**src/hw/rtl/afb_pkg.sv**
```systemverilog
package afb_pkg;

  // Queue between the classifier and the byte sequencer
  localparam int unsigned QDEPTH = 4;
  localparam int unsigned QPTR_W = $clog2(QDEPTH);
  localparam int unsigned QCNT_W = $clog2(QDEPTH + 1);

  localparam logic [7:0] MAX_PAYLOAD = 8'd240;

  // Frame bytes
  localparam logic [7:0] START_DELIM = 8'h7E;
  localparam logic [7:0] TX64_API_ID = 8'h00;
  localparam logic [7:0] TX_FRAME_ID = 8'h00;
  localparam logic [7:0] TX_OPTION   = 8'h01;
  localparam logic [7:0] AT_API_ID   = 8'h08;
  localparam logic [7:0] AT_BYTE     = 8'h42;
  localparam logic [7:0] CSUM_BASE   = 8'hFF;
  localparam logic [7:0] ERR_BYTE    = 8'h00;

  // Header lengths in bytes, counted from the API id
  localparam logic [3:0] TX_HDR_LEN = 4'd12;
  localparam logic [3:0] AT_HDR_LEN = 4'd2;
  // Delimiter plus two length bytes
  localparam logic [3:0] PRE_LEN    = 4'd3;

  // Input opcodes
  localparam logic OPC_START   = 1'b0;
  localparam logic OPC_PAYLOAD = 1'b1;

  // Frame kinds
  localparam logic KIND_TX64 = 1'b0;
  localparam logic KIND_AT   = 1'b1;

  // Configuration register indexes
  localparam int unsigned CFG_IDX_W = 2;
  localparam logic [CFG_IDX_W-1:0] CFG_FRAME_KIND = 2'd0;
  localparam logic [CFG_IDX_W-1:0] CFG_ADDR_HI    = 2'd1;
  localparam logic [CFG_IDX_W-1:0] CFG_ADDR_LO    = 2'd2;

  typedef enum logic [1:0] {
    OP_START,
    OP_PAYLOAD,
    OP_ERROR
  } afb_op_e;

  // One classified item as held in the queue
  typedef struct packed {
    afb_op_e    op;
    logic [7:0] data;   // command byte on start, payload byte otherwise
    logic [7:0] count;  // saturated payload count on start
    logic       last;   // payload byte closes the frame
  } afb_cmd_t;

  typedef struct packed {
    logic        frame_kind;
    logic [31:0] addr_hi;
    logic [31:0] addr_lo;
  } afb_cfg_t;

  typedef struct packed {
    logic [7:0] out_byte;
    logic       last_byte;
    logic       sequence_error;
  } afb_res_t;

  typedef struct packed {
    logic full;
    logic empty;
  } afb_qstat_t;

  function automatic logic [3:0] hdr_len(input logic kind);
    return (kind == KIND_AT) ? AT_HDR_LEN : TX_HDR_LEN;
  endfunction

  // Header byte at position idx, counted from the API id
  function automatic logic [7:0] hdr_byte(input afb_cfg_t cfg, input logic [3:0] idx,
                                          input logic [7:0] cmd);
    logic [7:0] b;
    b = ERR_BYTE;
    if (cfg.frame_kind == KIND_AT) begin
      b = (idx == 4'd0) ? AT_API_ID : AT_BYTE;
    end else begin
      case (idx)
        4'd0:    b = TX64_API_ID;
        4'd1:    b = TX_FRAME_ID;
        4'd2:    b = cfg.addr_hi[31:24];
        4'd3:    b = cfg.addr_hi[23:16];
        4'd4:    b = cfg.addr_hi[15:8];
        4'd5:    b = cfg.addr_hi[7:0];
        4'd6:    b = cfg.addr_lo[31:24];
        4'd7:    b = cfg.addr_lo[23:16];
        4'd8:    b = cfg.addr_lo[15:8];
        4'd9:    b = cfg.addr_lo[7:0];
        4'd10:   b = TX_OPTION;
        4'd11:   b = cmd;
        default: b = ERR_BYTE;
      endcase
    end
    return b;
  endfunction

endpackage

```
**src/hw/rtl/afb_front.sv**
```systemverilog
module afb_front (
  input  logic             clk_i,
  input  logic             rst_ni,
  input  logic             in_valid_i,
  output logic             in_ready_o,
  input  logic             opcode_i,
  input  logic [7:0]       command_type_i,
  input  logic [7:0]       payload_count_i,
  input  logic [7:0]       payload_byte_i,
  input  afb_pkg::afb_qstat_t q_stat_i,
  output logic             q_push_o,
  output afb_pkg::afb_cmd_t q_cmd_o
);
  import afb_pkg::*;

  logic       open_q, open_d;
  logic [7:0] left_q, left_d;
  logic [7:0] count_sat;

  assign in_ready_o = !q_stat_i.full;
  assign q_push_o   = in_valid_i && !q_stat_i.full;
  assign count_sat  = (payload_count_i > MAX_PAYLOAD) ? MAX_PAYLOAD : payload_count_i;

  // Classify the item and track the open frame
  always_comb begin
    open_d        = open_q;
    left_d        = left_q;
    q_cmd_o.op    = OP_ERROR;
    q_cmd_o.data  = payload_byte_i;
    q_cmd_o.count = count_sat;
    q_cmd_o.last  = 1'b0;
    if (opcode_i == OPC_START) begin
      q_cmd_o.op   = OP_START;
      q_cmd_o.data = command_type_i;
      open_d       = (count_sat != 8'd0);
      left_d       = count_sat;
    end else if (open_q) begin
      q_cmd_o.op   = OP_PAYLOAD;
      q_cmd_o.last = (left_q == 8'd1);
      left_d       = left_q - 8'd1;
      open_d       = (left_q != 8'd1);
    end
  end

  always_ff @(posedge clk_i or negedge rst_ni) begin
    if (!rst_ni) begin
      open_q <= 1'b0;
      left_q <= 8'd0;
    end else if (q_push_o) begin
      open_q <= open_d;
      left_q <= left_d;
    end
  end

endmodule

```
**src/hw/rtl/afb_queue.sv**
```systemverilog
module afb_queue (
  input  logic                clk_i,
  input  logic                rst_ni,
  input  logic                push_i,
  input  afb_pkg::afb_cmd_t   cmd_i,
  input  logic                pop_i,
  output afb_pkg::afb_cmd_t   cmd_o,
  output afb_pkg::afb_qstat_t stat_o
);
  import afb_pkg::*;

  afb_cmd_t            mem_q [QDEPTH];
  logic [QPTR_W-1:0]   wr_q, rd_q;
  logic [QCNT_W-1:0]   cnt_q;

  assign stat_o.full  = (cnt_q == QCNT_W'(QDEPTH));
  assign stat_o.empty = (cnt_q == '0);
  assign cmd_o        = mem_q[rd_q];

  // Store the item at the write pointer
  always_ff @(posedge clk_i) begin
    if (push_i) begin
      mem_q[wr_q] <= cmd_i;
    end
  end

  // Advance pointers and fill count
  always_ff @(posedge clk_i or negedge rst_ni) begin
    if (!rst_ni) begin
      wr_q  <= '0;
      rd_q  <= '0;
      cnt_q <= '0;
    end else begin
      if (push_i) begin
        wr_q <= (wr_q == QPTR_W'(QDEPTH - 1)) ? '0 : wr_q + QPTR_W'(1);
      end
      if (pop_i) begin
        rd_q <= (rd_q == QPTR_W'(QDEPTH - 1)) ? '0 : rd_q + QPTR_W'(1);
      end
      if (push_i && !pop_i) begin
        cnt_q <= cnt_q + QCNT_W'(1);
      end else if (pop_i && !push_i) begin
        cnt_q <= cnt_q - QCNT_W'(1);
      end
    end
  end

endmodule

```
**src/hw/rtl/afb_back.sv**
```systemverilog
module afb_back (
  input  logic                clk_i,
  input  logic                rst_ni,
  input  afb_pkg::afb_cfg_t   cfg_i,
  input  afb_pkg::afb_cmd_t   cmd_i,
  input  afb_pkg::afb_qstat_t q_stat_i,
  output logic                q_pop_o,
  output logic                out_valid_o,
  input  logic                out_ready_i,
  output afb_pkg::afb_res_t   out_o
);
  import afb_pkg::*;

  logic [3:0]  step_q, step_d;
  logic [7:0]  sum_q, sum_d;
  logic        vld_q;
  afb_res_t    res_q, res_d;
  logic        emit;
  logic        final_step;
  logic [3:0]  hlen;
  logic [3:0]  hidx;
  logic [3:0]  hdr_end;
  logic [15:0] flen;
  logic [7:0]  hbyte;

  assign emit    = !q_stat_i.empty && (!vld_q || out_ready_i);
  assign q_pop_o = emit && final_step;
  assign hlen    = hdr_len(cfg_i.frame_kind);
  assign hidx    = step_q - PRE_LEN;
  assign hdr_end = PRE_LEN + hlen;
  assign flen    = 16'(hlen) + 16'(cmd_i.count);
  assign hbyte   = hdr_byte(cfg_i, hidx, cmd_i.data);

  // Produce the byte for the current step of the head item
  always_comb begin
    res_d      = '0;
    sum_d      = sum_q;
    final_step = 1'b1;
    case (cmd_i.op)
      OP_START: begin
        final_step = 1'b0;
        if (step_q == 4'd0) begin
          res_d.out_byte = START_DELIM;
          sum_d          = 8'd0;
        end else if (step_q == 4'd1) begin
          res_d.out_byte = flen[15:8];
        end else if (step_q == 4'd2) begin
          res_d.out_byte = flen[7:0];
        end else if (step_q < hdr_end) begin
          res_d.out_byte = hbyte;
          sum_d          = sum_q + hbyte;
          final_step     = (step_q == hdr_end - 4'd1) && (cmd_i.count != 8'd0);
        end else begin
          // empty payload: checksum right after the header
          res_d.out_byte  = CSUM_BASE - sum_q;
          res_d.last_byte = 1'b1;
          sum_d           = 8'd0;
          final_step      = 1'b1;
        end
      end
      OP_PAYLOAD: begin
        if (step_q == 4'd0) begin
          res_d.out_byte = cmd_i.data;
          sum_d          = sum_q + cmd_i.data;
          final_step     = !cmd_i.last;
        end else begin
          res_d.out_byte  = CSUM_BASE - sum_q;
          res_d.last_byte = 1'b1;
          sum_d           = 8'd0;
        end
      end
      default: begin
        res_d.out_byte       = ERR_BYTE;
        res_d.last_byte      = 1'b1;
        res_d.sequence_error = 1'b1;
      end
    endcase
    step_d = final_step ? 4'd0 : step_q + 4'd1;
  end

  // Step counter and checksum accumulator
  always_ff @(posedge clk_i or negedge rst_ni) begin
    if (!rst_ni) begin
      step_q <= 4'd0;
      sum_q  <= 8'd0;
      vld_q  <= 1'b0;
    end else begin
      if (emit) begin
        step_q <= step_d;
        sum_q  <= sum_d;
        vld_q  <= 1'b1;
      end else if (out_ready_i) begin
        vld_q  <= 1'b0;
      end
    end
  end

  // Output register: load on emit, hold while stalled
  always_ff @(posedge clk_i) begin
    if (emit) begin
      res_q <= res_d;
    end
  end

  assign out_valid_o = vld_q;
  assign out_o       = res_q;

endmodule

```
**src/hw/rtl/api_frame_builder_core.sv**
```systemverilog
// API frame builder. Input items carry a start (tuser 0: command byte and payload
// count) or one payload byte (tuser 1); the block sends the frame byte by byte on
// the output stream, one byte per cycle when the sink is ready and the queue is not
// empty, with tlast on the checksum and on an error result. A start gives 3 +
// header (2 or 12) bytes, plus the checksum when the payload count is zero; a
// payload byte gives one byte, or two on the last payload byte. The output byte
// sequencer sets the rate; input is taken every cycle while the four-entry queue
// in front of it has room. Configuration is sampled by the sequencer and must
// only be written while the block is idle.
module api_frame_builder_core (
  input  logic        clk_i,
  input  logic        rst_ni,
  // configuration write port
  input  logic        cfg_we_i,
  input  logic [1:0]  cfg_idx_i,
  input  logic [31:0] cfg_data_i,
  // input stream
  input  logic        s_axis_tvalid,
  output logic        s_axis_tready,
  input  logic [23:0] s_axis_tdata,   // command_type[7:0], payload_count[15:8], payload_byte[23:16]
  input  logic        s_axis_tuser,   // opcode
  // output stream
  output logic        m_axis_tvalid,
  input  logic        m_axis_tready,
  output logic [7:0]  m_axis_tdata,   // out_byte[7:0]
  output logic        m_axis_tlast,   // last_byte
  output logic        m_axis_tuser    // sequence_error
);
  import afb_pkg::*;

  afb_cfg_t   cfg_q;
  afb_cmd_t   push_cmd, head_cmd;
  afb_qstat_t q_stat;
  afb_res_t   res;
  logic       q_push, q_pop;

  // Configuration registers
  always_ff @(posedge clk_i or negedge rst_ni) begin
    if (!rst_ni) begin
      cfg_q <= '0;
    end else if (cfg_we_i) begin
      case (cfg_idx_i)
        CFG_FRAME_KIND: cfg_q.frame_kind <= cfg_data_i[0];
        CFG_ADDR_HI:    cfg_q.addr_hi    <= cfg_data_i;
        CFG_ADDR_LO:    cfg_q.addr_lo    <= cfg_data_i;
        default:        cfg_q            <= cfg_q;
      endcase
    end
  end

  afb_front u_front (
    .clk_i           (clk_i),
    .rst_ni          (rst_ni),
    .in_valid_i      (s_axis_tvalid),
    .in_ready_o      (s_axis_tready),
    .opcode_i        (s_axis_tuser),
    .command_type_i  (s_axis_tdata[7:0]),
    .payload_count_i (s_axis_tdata[15:8]),
    .payload_byte_i  (s_axis_tdata[23:16]),
    .q_stat_i        (q_stat),
    .q_push_o        (q_push),
    .q_cmd_o         (push_cmd)
  );

  afb_queue u_queue (
    .clk_i  (clk_i),
    .rst_ni (rst_ni),
    .push_i (q_push),
    .cmd_i  (push_cmd),
    .pop_i  (q_pop),
    .cmd_o  (head_cmd),
    .stat_o (q_stat)
  );

  afb_back u_back (
    .clk_i       (clk_i),
    .rst_ni      (rst_ni),
    .cfg_i       (cfg_q),
    .cmd_i       (head_cmd),
    .q_stat_i    (q_stat),
    .q_pop_o     (q_pop),
    .out_valid_o (m_axis_tvalid),
    .out_ready_i (m_axis_tready),
    .out_o       (res)
  );

  assign m_axis_tdata = res.out_byte;
  assign m_axis_tlast = res.last_byte;
  assign m_axis_tuser = res.sequence_error;

  // Never write into a full queue
  a_no_overflow: assert property (@(posedge clk_i) disable iff (!rst_ni)
    !(q_push && q_stat.full))
    else $error("queue push while full");

  // Never retire an item from an empty queue
  a_no_underflow: assert property (@(posedge clk_i) disable iff (!rst_ni)
    q_pop |-> !q_stat.empty)
    else $error("queue pop while empty");

  // A retired item leaves its final byte in the output register
  a_pop_loads_out: assert property (@(posedge clk_i) disable iff (!rst_ni)
    q_pop |=> m_axis_tvalid)
    else $error("retired item left no result");

  // An error result is a single zero byte that ends its run
  a_err_form: assert property (@(posedge clk_i) disable iff (!rst_ni)
    (m_axis_tvalid && m_axis_tuser) |-> (m_axis_tlast && m_axis_tdata == 8'h00))
    else $error("malformed error result");

endmodule
```
**config.mk**
```make
export PLATFORM = sky130hd
export DESIGN_NAME = api_frame_builder_core
export DESIGN_NICKNAME = d
export VERILOG_FILES = /design/src/hw/rtl/afb_pkg.sv /design/src/hw/rtl/afb_front.sv /design/src/hw/rtl/afb_queue.sv /design/src/hw/rtl/afb_back.sv /design/src/hw/rtl/api_frame_builder_core.sv
export SDC_FILE = /design/constraint.sdc
export NUM_CORES = 1
export LEC_CHECK = 0
export ABC_AREA = 1
export ABC_CLOCK_PERIOD_IN_PS = 4800
export BUFFER_PORTS_ARGS = -buffer_cell sky130_fd_sc_hd__buf_2
export CAP_MARGIN = 20
export CORE_ASPECT_RATIO = 0.6
export CORE_UTILIZATION = 36
export CTS_CLUSTER_SIZE = 14
export DETAILED_ROUTE_END_ITERATION = 6
export PLACE_DENSITY = 0.51
export SYNTH_ARGS = -nofsm -noshare
export SYNTH_HDL_FRONTEND = slang
export SYNTH_HIERARCHICAL = 1
export SYNTH_SLANG_ARGS = --single-unit
export TNS_END_PERCENT = 5
```
**constraint.sdc**
```tcl
create_clock -name clk_i -period 4.8 [get_ports clk_i]
set_clock_uncertainty 0.15 [all_clocks]
set_input_delay 0 -clock clk_i [delete_from_list [all_inputs] [get_ports clk_i]]
set_output_delay 0 -clock clk_i [all_outputs]
set_load 0.01 [all_outputs]
```
**Yosys cells after proc, flatten, opt, wreduce, memory -nomap -nowiden**

Memories as Yosys holds them, arrays and structs flattened.
Index checks and enable logic that the tools add are counted.

- $mul: 0
- Equal/unequal tests: 24
- Shifts and indexed selects: 0
- Order comparisons: 2
- Divide/modulo/power cells: 0
- Multiplexer cells: 47
- Bitwise operators: 0
- Reduce and logical (&&, ||, !) cells: 29
- Add/sub/neg operators: 13

Operators by type and width:

| cell | number |
|---|---|
| 2-to-1 mux 8 bit | 15 |
| one-hot mux 8 bit (10 select lines) | 1 |
| 2-to-1 mux 1 bit | 19 |
| one-hot mux 9 bit (2 select lines) | 1 |
| adder 8 bit | 2 |
| == test 4 x 3 -> 1 bit (second input constant) | 4 |
| == test 4 bit (second input constant) | 4 |
| one-hot mux 8 bit (2 select lines) | 1 |
| nonzero test 8 bit | 2 |
| == test 4 x 2 -> 1 bit (second input constant) | 3 |
| adder 4 x 8 -> 9 bit | 1 |
| == test 8 x 1 -> 1 bit (second input constant) | 1 |
| greater-than comparator 8 bit (second input constant) | 1 |
| logical NOT 4 bit | 2 |
| 2-to-1 mux 2 bit | 4 |
| 2-to-1 mux 4 bit | 2 |
| != test 8 x 1 -> 1 bit (second input constant) | 1 |
| AND reduction 2 bit | 4 |
| subtractor 8 x 1 -> 8 bit (second input constant) | 1 |
| subtractor 8 bit (first input constant) | 1 |
| 2-to-1 mux 7 bit | 1 |
| == test 2 bit (second input constant) | 3 |
| logical AND 1 bit | 6 |
| logical NOT 1 bit | 6 |
| 22 further kinds | 29 |

- Bits in registers: 104
- Memory bits (read-only): 0
- Latch bits: 0
- Memories: 1
- Output and inout bits: 12
- Input bits: 64
- Logic and storage cells: 130
- Memory bits (writable): 76

Memories:

| memory | depth | bits a word | read ports | clocked after Yosys merged registers in | write ports | line | source |
|---|---|---|---|---|---|---|---|
| u_queue.mem_q | 4 | 19 | 1 | 0 | 1 | afb_queue.sv:12 | `afb_cmd_t mem_q [QDEPTH];` |

**Depth between registers and ports, before layout**

Gate-level depths: netlist (run 1).

- Depth in word-level cells: 14
- Mapped depth: 24
- Depth with buffers taken out: 24

**Modules after synthesis**

The synthesis (run 1) kept the hierarchy.

Modules (own cells, without submodules):

| module | area an instance (µm²) | cells an instance | times used |
|---|---|---|---|
| afb_queue | 3593.4 | 274 | 1 |
| afb_back | 3265.6 | 534 | 1 |
| api_frame_builder_core | 2662.6 | 293 | 1 |
| afb_front | 855.8 | 148 | 1 |

**Worst setup path after synthesis (run 1)**

No wires, ideal clock.

- Path type: register to register
- From: reg u_back.step_q[0]
- To: reg u_back.sum_q[6]
- Buffers on the path: 0
- Slack: 1.453 ns
- Arrival time: 3.069 ns
- Cell stages (with the launch flop): 23
- Period minus slack after synthesis: 3.347 ns
- Cells stage by stage: dfrtp_1 > ha_1 > xnor2_2 > nand2_4 > nor2_2 > nand2_1 > nand2_1 > nor3_1 > nand2_1 > nand2_1 > inv_1 > ha_1 > inv_1 > fa_1 > nor2_1 > o21a_1 > nor2_1 > nor2_1 > o21ai_0 > nand2_1 > a21oi_1 > o21ai_1 > a31oi_1

- Cells in the longest elaborated chain, start to end: 10
- Elaborated cells on any way between the ends: 29
- Those cells by class: 2 x add/sub; 1 x order compare; 14 x eq/ne; 9 x mux; 3 x reduce/logical

Ends and longest elaborated chain:

| item | line | source |
|---|---|---|
| start, declared | afb_back.sv:14 | `logic [3:0] step_q, step_d;` |
| start signal, assigned | afb_back.sv:89 | `step_q <= step_d;` |
| subtractor 4 x 2 -> 4 bit | afb_back.sv:29 | `assign hidx = step_q - PRE_LEN;` |
| == test 4 bit, or another cell as far along | afb_pkg.sv:83 | `case (idx)` |
| one-hot mux 8 bit (10 select lines) or 2-to-1 mux 7 bit (tied branches) | afb_pkg.sv:83, afb_pkg.sv:81 |  |
| 2-to-1 mux 8 bit | afb_pkg.sv:80 | `if (cfg.frame_kind == KIND_AT) begin` |
| adder 8 bit | afb_back.sv:51 | `sum_d = sum_q + hbyte;` |
| 2-to-1 mux 8 bit | afb_back.sv:49 | `end else if (step_q < hdr_end) begin` |
| 2-to-1 mux 8 bit | afb_back.sv:47 | `end else if (step_q == 4'd2) begin` |
| 2-to-1 mux 8 bit | afb_back.sv:45 | `end else if (step_q == 4'd1) begin` |
| 2-to-1 mux 8 bit | afb_back.sv:42 | `if (step_q == 4'd0) begin` |
| one-hot mux 8 bit (2 select lines) | afb_back.sv:39 | `case (cmd_i.op)` |
| end signal, assigned | afb_back.sv:90 | `sum_q <= sum_d;` |
| end, declared | afb_back.sv:15 | `logic [7:0] sum_q, sum_d;` |

Several ways; a longest one is shown, not always the timed one. The select of a mux whose other input is x is not followed.
A chain may end at the register's enable or synchronous reset.

**Worst setup path after layout (run 1)**

Same ends and word-level chain as after synthesis.

==> results.json, run 1 <==
{
  "via_per_inst": 5.055,
  "cpPeakStageDelay_ps": 540,
  "r2r-end": "u_back/sum_q[6]$_DFFE_PN0P_",
  "grt_setup_unrepaired": "false",
  "final_nets": 1483,
  "fin_crit_sh_pct": 82.44,
  "clkSinkCount": 180,
  "clockBufferDepth": 2,
  "cts_buffers": 17,
  "yosysUniqueCellTypes": 49,
  "root_buffer": "clkbuf_16",
  "antenna_found_initial": 0,
  "peakVddDrop_uv": 264.7,
  "hold_violations": 0,
  "ys_seq_elements": 180,
  "start_util_pct": 37.15,
  "grt_util_all_layers_pct": 21.74,
  "grt_overflow": 0,
  "dr.pass1.iters": 5,
  "cts_max_level": 4,
  "drt_iter0_drc": 857,
  "diodes": 0,
  "cts_tree": "yes",
  "core_area_um2": 27930,
  "cp-end-kind": "flip-flop",
  "area_growth_pct": 19.76,
  "drive_gt1_share_pct": 14.05,
  "vias": 8907,
  "path_class": "flip-flop to flip-flop",
  "worst_pin_slew_ps": 952.4,
  "slowest_stage": "xnor2_2",
  "yosysSeqAreaShare_pct": 47.55,
  "yosysTopAreaCell": "edfxtp_1",
  "drv_cap": 0,
  "fp.dieW_um": 221.2,
  "ctsResizeCount": 0,
  "synthFlopType": "dfrtp_1",
  "dieArea_um2": 29530,
  "finalPower_mw": 6.557,
  "min_period_ps": 3957,
  "slew_headroom_pct": 36.43,
  "timing.critical_path.mode_cell": "nand2_1",
  "path_cells": "ha_1, xnor2_2, nand2_4, nor2_2, nand2_1, nand2_1, nor3_1, nand2_1, nand2_1, inv_1, ha_1, inv_1, fa_1, nor2_1, o21a_1, nor2_1, nor2_1, o21ai_0, nand2_1, a21oi_1, o21ai_1, a31oi_1",
  "async_flop_share_pct": 52.22,
  "leakagePower_nw": 5.954,
  "yosysWarnings": 6,
  "crit_required_ps": 4960,
  "hold_class": "input pin to flip-flop",
  "utilization_pct": 44.49,
  "antenna_left": 0,
  "clk_pin_slew_ps": 70,
  "grt_pass1_wl_um": 48840,
  "reg2reg_setup_slack_ps": 840,
  "drc_errors": 0,
  "dieHeight_um": 133.5,
  "powerDensity_nw_per_um2": 527.6,
  "min_from": "cfg_idx_i[0]",
  "synth_nets": 1350,
  "ioPinCount": 76,
  "layoutNonFillerInstCount": 1762,
  "postSynthCellCount": 1249,
  "place_congestion": 0.9242,
  "rr_worst_depth": 22,
  "crit_arrival_ps": 4120,
  "wirelength_um": 30440,
  "rr_startpoint": "u_back/step_q[0]$_DFFE_PN0P_",
  "core.rowCount": 47,
  "wl_per_cell_um": 17.28,
  "hpwl_um": 22180,
  "synth_common_cells": "nand2_1, inv_1, dfrtp_1",
  "fmax_mhz": 252.7,
  "finalSetupTns_ps": 0,
  "grt_start_max_net_pins": 51,
  "critPathMaxFanout": 8,
  "outcome": "complete, no violations",
  "synth_area_um2": 10380,
  "hold_path_end": "cfg_q[34]$_DFFE_PN0P_",
  "grt_pass1_vias": 8422,
  "postCtsSetupBuffers": 0,
  "synthMostInstantiatedCell": "nand2_1",
  "port-buffer-count": 75,
  "synth_area_per_cell_um2": 8.309,
  "synth_edf_count": 86,
  "cp-start-kind": "flip-flop",
  "synth_top_area_share_pct": 24.89,
  "setup_violations": 0,
  "slew_violations": 0,
  "insertion_delay_ps": 460,
  "ys_top_cells_by_area": "edfxtp_1, dfrtp_1, nand2_1",
  "hold_depth": 3,
  "placed_cells": 1652
}
flip-flops by register name (all words and copies together) (netlist names):
register / flops
u_queue/mem_q: 76
u_front/open_q: 1
u_queue/rd_q: 2
u_back/step_q: 4
u_back/sum_q: 8
u_queue/cnt_q: 3
u_queue/wr_q: 2
cfg_q: 65
u_front/left_q: 8
u_back/out_valid_o: 1
u_back/out_o: 10
metrics by stage:
step / hold WS, ps / cell area (µm²) / setup slack, ps
4_1_cts: 18.41 / 12430 / 868.0
5_1_grt: 54.33 / 12430 / 447.8
6_report: 54.27 / 12430 / 843.1
3_5_place_dp: -54.29 / 11060 / 885.3
2_1_floorplan: -445.6 / 10380 / 1453
3_3_place_gp: -49.15 / 11060 / 1018
final cells by class:
| class | count | area (µm²) |
|---|---|---|
| Fill cell | 2801 | 15500 |
| Inverter | 147 | 551.8 |
| Clock buffer | 17 | 425.4 |
| Tap cell | 367 | 459.2 |
| Sequential cell | 180 | 4935 |
| Clock inverter | 15 | 160.2 |
| Multi-Input combinational cell | 867 | 4618 |
| Timing Repair Buffer | 169 | 1279 |
metal layers:
| metal | up-vias | part of all wire (%) | global-route usage (%) |
|---|---|---|---|
| li1 | 4412 | - | - |
| met1 | 4213 | 56 | 36.60 |
| met2 | 258 | 36 | 26.81 |
| met3 | 24 | 7.4 | 4.720 |
| met4 | 0 | 0.91 | 4.934 |
| met5 | - | 0 | 0 |
critical path: cells and delay by family (launching register included):
| kind | cells | cell delay [ps] |
|---|---|---|
| AOI/OAI and AO/OA | 5 | 440 |
| and+or+nand+nor | 11 | 1190 |
| xor gates and xnor gates | 1 | 540 |
| buffers and inverters | 2 | 130 |
| DFF | 1 | 460 |
| adders and majority gates | 3 | 870 |
report_power, final:
group | switching (mW) | internal (mW) | leakage (nW)
registers | 0.302 | 2.05 | 1.97
clock network | 0.695 | 0.695 | 0.277
logic | 1.87 | 0.946 | 3.71
total | 2.87 | 3.69 | 5.95
cells by family (layout without fill, tap and decap cells):
logic type	after synthesis	after routing	synth area share (%)
AO/OA/AOI/OAI	136	136	9.814
XOR/XNOR	7	7	0.8441
adder cells (fa/ha/maj)	37	37	4.750
buffers and inverters	202	348	7.982
flip-flops	180	180	47.55
AND/OR/NAND/NOR	687	687	29.06
worst max path at each step:
stage | cells past startpoint | end | from
2_1_floorplan | 22 | u_back/sum_q[6]$_DFFE_PN0P_ | u_back/step_q[0]$_DFFE_PN0P_
4_1_cts | 22 | u_back/sum_q[6]$_DFFE_PN0P_ | u_back/step_q[0]$_DFFE_PN0P_
6_report | 22 | u_back/sum_q[6]$_DFFE_PN0P_ | u_back/step_q[0]$_DFFE_PN0P_
3_3_place_gp | 22 | u_back/sum_q[6]$_DFFE_PN0P_ | u_back/step_q[0]$_DFFE_PN0P_
3_5_place_dp | 22 | u_back/sum_q[6]$_DFFE_PN0P_ | u_back/step_q[0]$_DFFE_PN0P_
5_1_grt | 22 | u_back/sum_q[6]$_DFFE_PN0P_ | u_back/step_q[0]$_DFFE_PN0P_
cell usage in the layout (no fill, tap or decap), drive strengths merged:
master | Yosys | layout
nand2 | 441 | 441
inv | 144 | 152
nor2 | 100 | 100
dfrtp | 94 | 94
buf | 30 | 91
edfxtp | 86 | 86
nand4 | 78 | 78
dlygate4sd3 | 0 | 78
nand3 | 49 | 49
o211ai | 46 | 46
o21ai | 36 | 36
ha | 33 | 33
a21oi | 33 | 33
clkbuf | 25 | 17
nor3 | 11 | 11
a31oi | 8 | 8
clkinv | 3 | 7
nor3b | 4 | 4
fa | 4 | 4
xor2 | 4 | 4
clkinvlp | 0 | 3
o22ai | 3 | 3
xnor2 | 3 | 3
nand3b | 2 | 2
a21o | 2 | 2
o21bai | 2 | 2
or2 | 1 | 1
and2 | 1 | 1
o31ai | 1 | 1
o2111ai | 1 | 1
o21a | 1 | 1
a311oi | 1 | 1
o32ai | 1 | 1
a22oi | 1 | 1
what timing repair did:
item	4_1_cts	5_1_grt
hold endpoints to repair	197	0
hold buffers	78	0
endpoints found under the setup margin	0	0
No activity file was read; power rests on OpenSTA's default activity.
==> run 2: changes to the inputs <==
--- a/config.mk
+++ b/config.mk
@@ -5,15 +5,15 @@
 export SDC_FILE = /design/constraint.sdc
 export NUM_CORES = 1
 export LEC_CHECK = 0
-export ABC_AREA = 1
-export ABC_CLOCK_PERIOD_IN_PS = 4800
+export ABC_AREA = 0
+export ABC_CLOCK_PERIOD_IN_PS = 3200
 export BUFFER_PORTS_ARGS = -buffer_cell sky130_fd_sc_hd__buf_2
 export CAP_MARGIN = 20
 export CORE_ASPECT_RATIO = 0.6
 export CORE_UTILIZATION = 36
 export CTS_CLUSTER_SIZE = 14
 export DETAILED_ROUTE_END_ITERATION = 6
-export PLACE_DENSITY = 0.51
+export PLACE_DENSITY = 0.53
 export SYNTH_ARGS = -nofsm -noshare
 export SYNTH_HDL_FRONTEND = slang
 export SYNTH_HIERARCHICAL = 1
==> constraint.sdc (replaced) <==
create_clock -name clk_i -period 3.2 [get_ports clk_i]
set_clock_uncertainty 0.15 [all_clocks]
set_input_delay 0 -clock clk_i [delete_from_list [all_inputs] [get_ports clk_i]]
set_output_delay 0 -clock clk_i [all_outputs]
set_load 0.01 [all_outputs]
==> run 2 against run 1 <==
Compared with the run above: the run now ends with setup timing left; synthesized area shrank 6.1%; sequential share of layout area decreased by 1.5 points; largest power group unchanged; maximum frequency up 7.5%; die area decreased by 6.0%; combinational power increased by 59%; critical endpoint unchanged; total power grew 53%; clock-buffer cell count rose by 2; register-to-register slack lost 1300 ps; flip-flop and latch count did not move; routed wire length shrank 6.2%; critical path type unchanged; clock power up 47%; synthesized cell count down 36%.
==> results.json, run 2 <==
{
  "fin_crit_sh_pct": 115.1,
  "cts_tree": "yes",
  "synth_simple_gate_area_share_pct": 10.10,
  "wirelength_um": 28550,
  "slew_violations": 0,
  "peakVddDrop_uv": 349.0,
  "register_area_um2": 4936,
  "top_register": "u_queue/mem_q",
  "synth_edf_count": 86,
  "wl_per_cell_um": 19.84,
  "postSynthCellCount": 798,
  "num-fill-cells": 2396,
  "clk_pin_slew_ps": 70,
  "ioPinCount": 76,
  "reg2reg_setup_slack_ps": -480,
  "crit_required_ps": 3410,
  "setup_violations": 8,
  "drt_iter0_drc": 651,
  "synth_common_cells": "dfrtp_1, edfxtp_1, nand2_1",
  "yosysTopAreaCell": "edfxtp_1",
  "cts_max_level": 4,
  "antenna_left": 0,
  "mostFrequentLayoutCell": "buf_4",
  "vias": 7608,
  "synth_top_area_share_pct": 26.49,
  "hold_violations": 0,
  "clkSinkCount": 180,
  "insertion_delay_ps": 440,
  "synthFlopType": "dfrtp_1",
  "layoutNonFillerInstCount": 1439,
  "port-buffer-count": 75,
  "cts_buffers": 17,
  "crit_start": "u_queue/rd_q[0]$_DFFE_PN0P_",
  "dieHeight_um": 129.5,
  "path_class": "flip-flop to flip-flop",
  "violations": "setup timing",
  "fmax_mhz": 271.6,
  "slowest_stage": "mux4_2",
  "cp-start-kind": "flip-flop",
  "synth_compound_area_share_pct": 14.25,
  "async_flop_share_pct": 52.22,
  "dieArea_um2": 27760,
  "largest_reg_flops": 76,
  "grt_overflow": 0,
  "layout_common_cells": "buf_4, dfrtp_1, edfxtp_1",
  "r2r-end": "u_back/sum_q[6]$_DFFE_PN0P_",
  "dr.pass1.iters": 5,
  "hpwl_um": 21400,
  "yosysSeqAreaShare_pct": 50.62,
  "antenna_found_initial": 0,
  "leakagePower_nw": 5.391,
  "fp.dieW_um": 214.4,
  "synth_area_um2": 9748,
  "path_cells": "buf_6, mux4_2, and3_1, a31oi_1, o22ai_1, a31oi_1, nand3_1, nor3_2, nor2_1, ha_2, inv_2, fa_2, nor2b_1, o21ai_1, nand2b_1, a21o_1, a21oi_2, xnor2_1, a22oi_1, o21ai_1",
  "cpPeakStageDelay_ps": 530,
  "synth_xor_area_share_pct": 1.527,
  "worst_pin_slew_ps": 1008,
  "final_nets": 1167,
  "critPathCapture": "u_back/sum_q[6]$_DFFE_PN0P_",
  "crit_arrival_ps": 3890,
  "grt_pass1_wl_um": 44280,
  "powerDensity_nw_per_um2": 774.9,
  "drive_gt1_share_pct": 37.26,
  "start_util_pct": 36.74,
  "rr_worst_depth": 20,
  "slew_headroom_pct": 32.31,
  "synthAdderAreaFrac_pct": 5.057,
  "drv_cap": 0,
  "core.rowCount": 46,
  "clockBufferDepth": 2,
  "placed_cells": 1334,
  "min_period_ps": 3682,
  "cp-end-kind": "flip-flop",
  "synth_area_per_cell_um2": 12.22,
  "grt_pass1_vias": 7353,
  "finalSetupTns_ps": -2661,
  "yosysUniqueCellTypes": 76,
  "place_congestion": 0.9344,
  "synthMuxAreaShare_pct": 14.86,
  "grt_setup_unrepaired": "true",
  "synthMostInstantiatedCell": "dfrtp_1",
  "synth_nets": 899,
  "ys_seq_elements": 180,
  "rr_startpoint": "u_queue/rd_q[0]$_DFFE_PN0P_",
  "hold_class": "input pin to asynchronous set/reset pin",
  "grt_util_all_layers_pct": 21.38,
  "synth_top_family_by_area": "multiplexers",
  "yosysWarnings": 6,
  "outcome": "finished with violations",
  "critPathMaxFanout": 4,
  "drc_errors": 0,
  "grt_start_max_net_pins": 51,
  "ys_top_cells_by_area": "edfxtp_1, dfrtp_1, mux2_2",
  "via_per_inst": 5.287,
  "multi_input_area_um2": 4641,
  "core_area_um2": 26530,
  "area_growth_pct": 32.50,
  "root_buffer": "clkbuf_16",
  "diodes": 0,
  "fin_ws_ps": -482.2
}
## run 2: cell types whose count changed in the layout (fill, tap and decap cells not counted), sizes merged, moves of 60 or more
| cell | before | now |
|---|---|---|
| buf | 91 | 226 |
| inv | 152 | 33 |
| nor2 | 100 | 40 |
| nand2 | 441 | 54 |
| nand4 | 78 | 4 |
| mux2 | 0 | 77 |
## run 2: repair_timing
| action | in CTS | in global routing |
|---|---|---|
| resized for setup | 27 | 11 |
| hold buffers | 64 | 0 |
| buffers inserted | 8 | 1 |
| setup endpoints to repair | 11 | 14 |
| gates cloned | 0 | 0 |
| hold endpoints to repair | 209 | 0 |
| pin swaps | 16 | 7 |
## run 2: per-stage QoR
stage / setup slack [ps] / power [mW] / hold slack [ps] / utilization [%] / cell area (µm²)
3_5_place_dp: -609.2 / 7.742 / -34.36 / 43.28 / 11480
3_3_place_gp: -574.1 / 7.717 / -35.28 / 43.28 / 11480
2_1_floorplan: -227.8 / 5.901 / -445.6 / - / 9783
6_report: -482.2 / 10.01 / 1.673 / 48.68 / 12920
4_1_cts: -451.2 / 9.974 / 32.11 / 48.49 / 12860
5_1_grt: -750.1 / 10.62 / 62.08 / 48.68 / 12920
## run 2: cell type report
type,instances,area share (%)
Sequential cell,180,38.22
Timing Repair Buffer,290,17.08
Multi-Input combinational cell,547,35.93
Tap cell,360,3.487
Clock inverter,13,0.9881
Clock buffer,19,3.429
Inverter,30,0.8718
## run 2: worst min-delay path by stage
stage,end,slack (ps),depth (start not counted)
floorplan,cfg_q[0]$_DFFE_PN0P_,-450,0
global placement,u_queue/wr_q[0]$_DFFE_PN0P_,-40,1
detailed placement,u_queue/wr_q[0]$_DFFE_PN0P_,-30,1
CTS,u_queue/wr_q[0]$_DFFE_PN0P_,30,2
global route,u_queue/cnt_q[0]$_DFFE_PN0P_,60,2
finish,u_queue/wr_q[0]$_DFFE_PN0P_,2,2
## run 2: kinds of logic after synthesis
family / Yosys count
adders and majority gates: 37
DFF: 180
and+or+nand+nor: 192
AOI/OAI and AO/OA: 202
buffers and inverters: 71
xor gates and xnor gates: 17
muxes: 99
## run 2: critical path, delay by kind of cell (launching register included)
family | cells | cell delay [ps]
flip-flops | 1 | 360
AO/OA/AOI/OAI | 8 | 1060
multiplexers | 1 | 530
buffers and inverters | 2 | 190
XOR/XNOR | 1 | 140
adder cells (fa/ha/maj) | 2 | 410
AND/OR/NAND/NOR | 6 | 770
## run 2: metal layers
layer | global-route usage, % | routed length, µm | up-vias
met3 | 5.352 | 2013 | 10
met2 | 26.74 | 10790 | 225
li1 | - | - | 3570
met1 | 35.46 | 15570 | 3803
met4 | 4.286 | 182 | 0
met5 | 0 | 0 | -
## run 2: power by group
part | internal, mW | switching [mW] | leakage, nW
registers | 3.06 | 0.407 | 1.92
logic | 2.12 | 2.37 | 3.21
clock network | 1.10 | 0.949 | 0.264
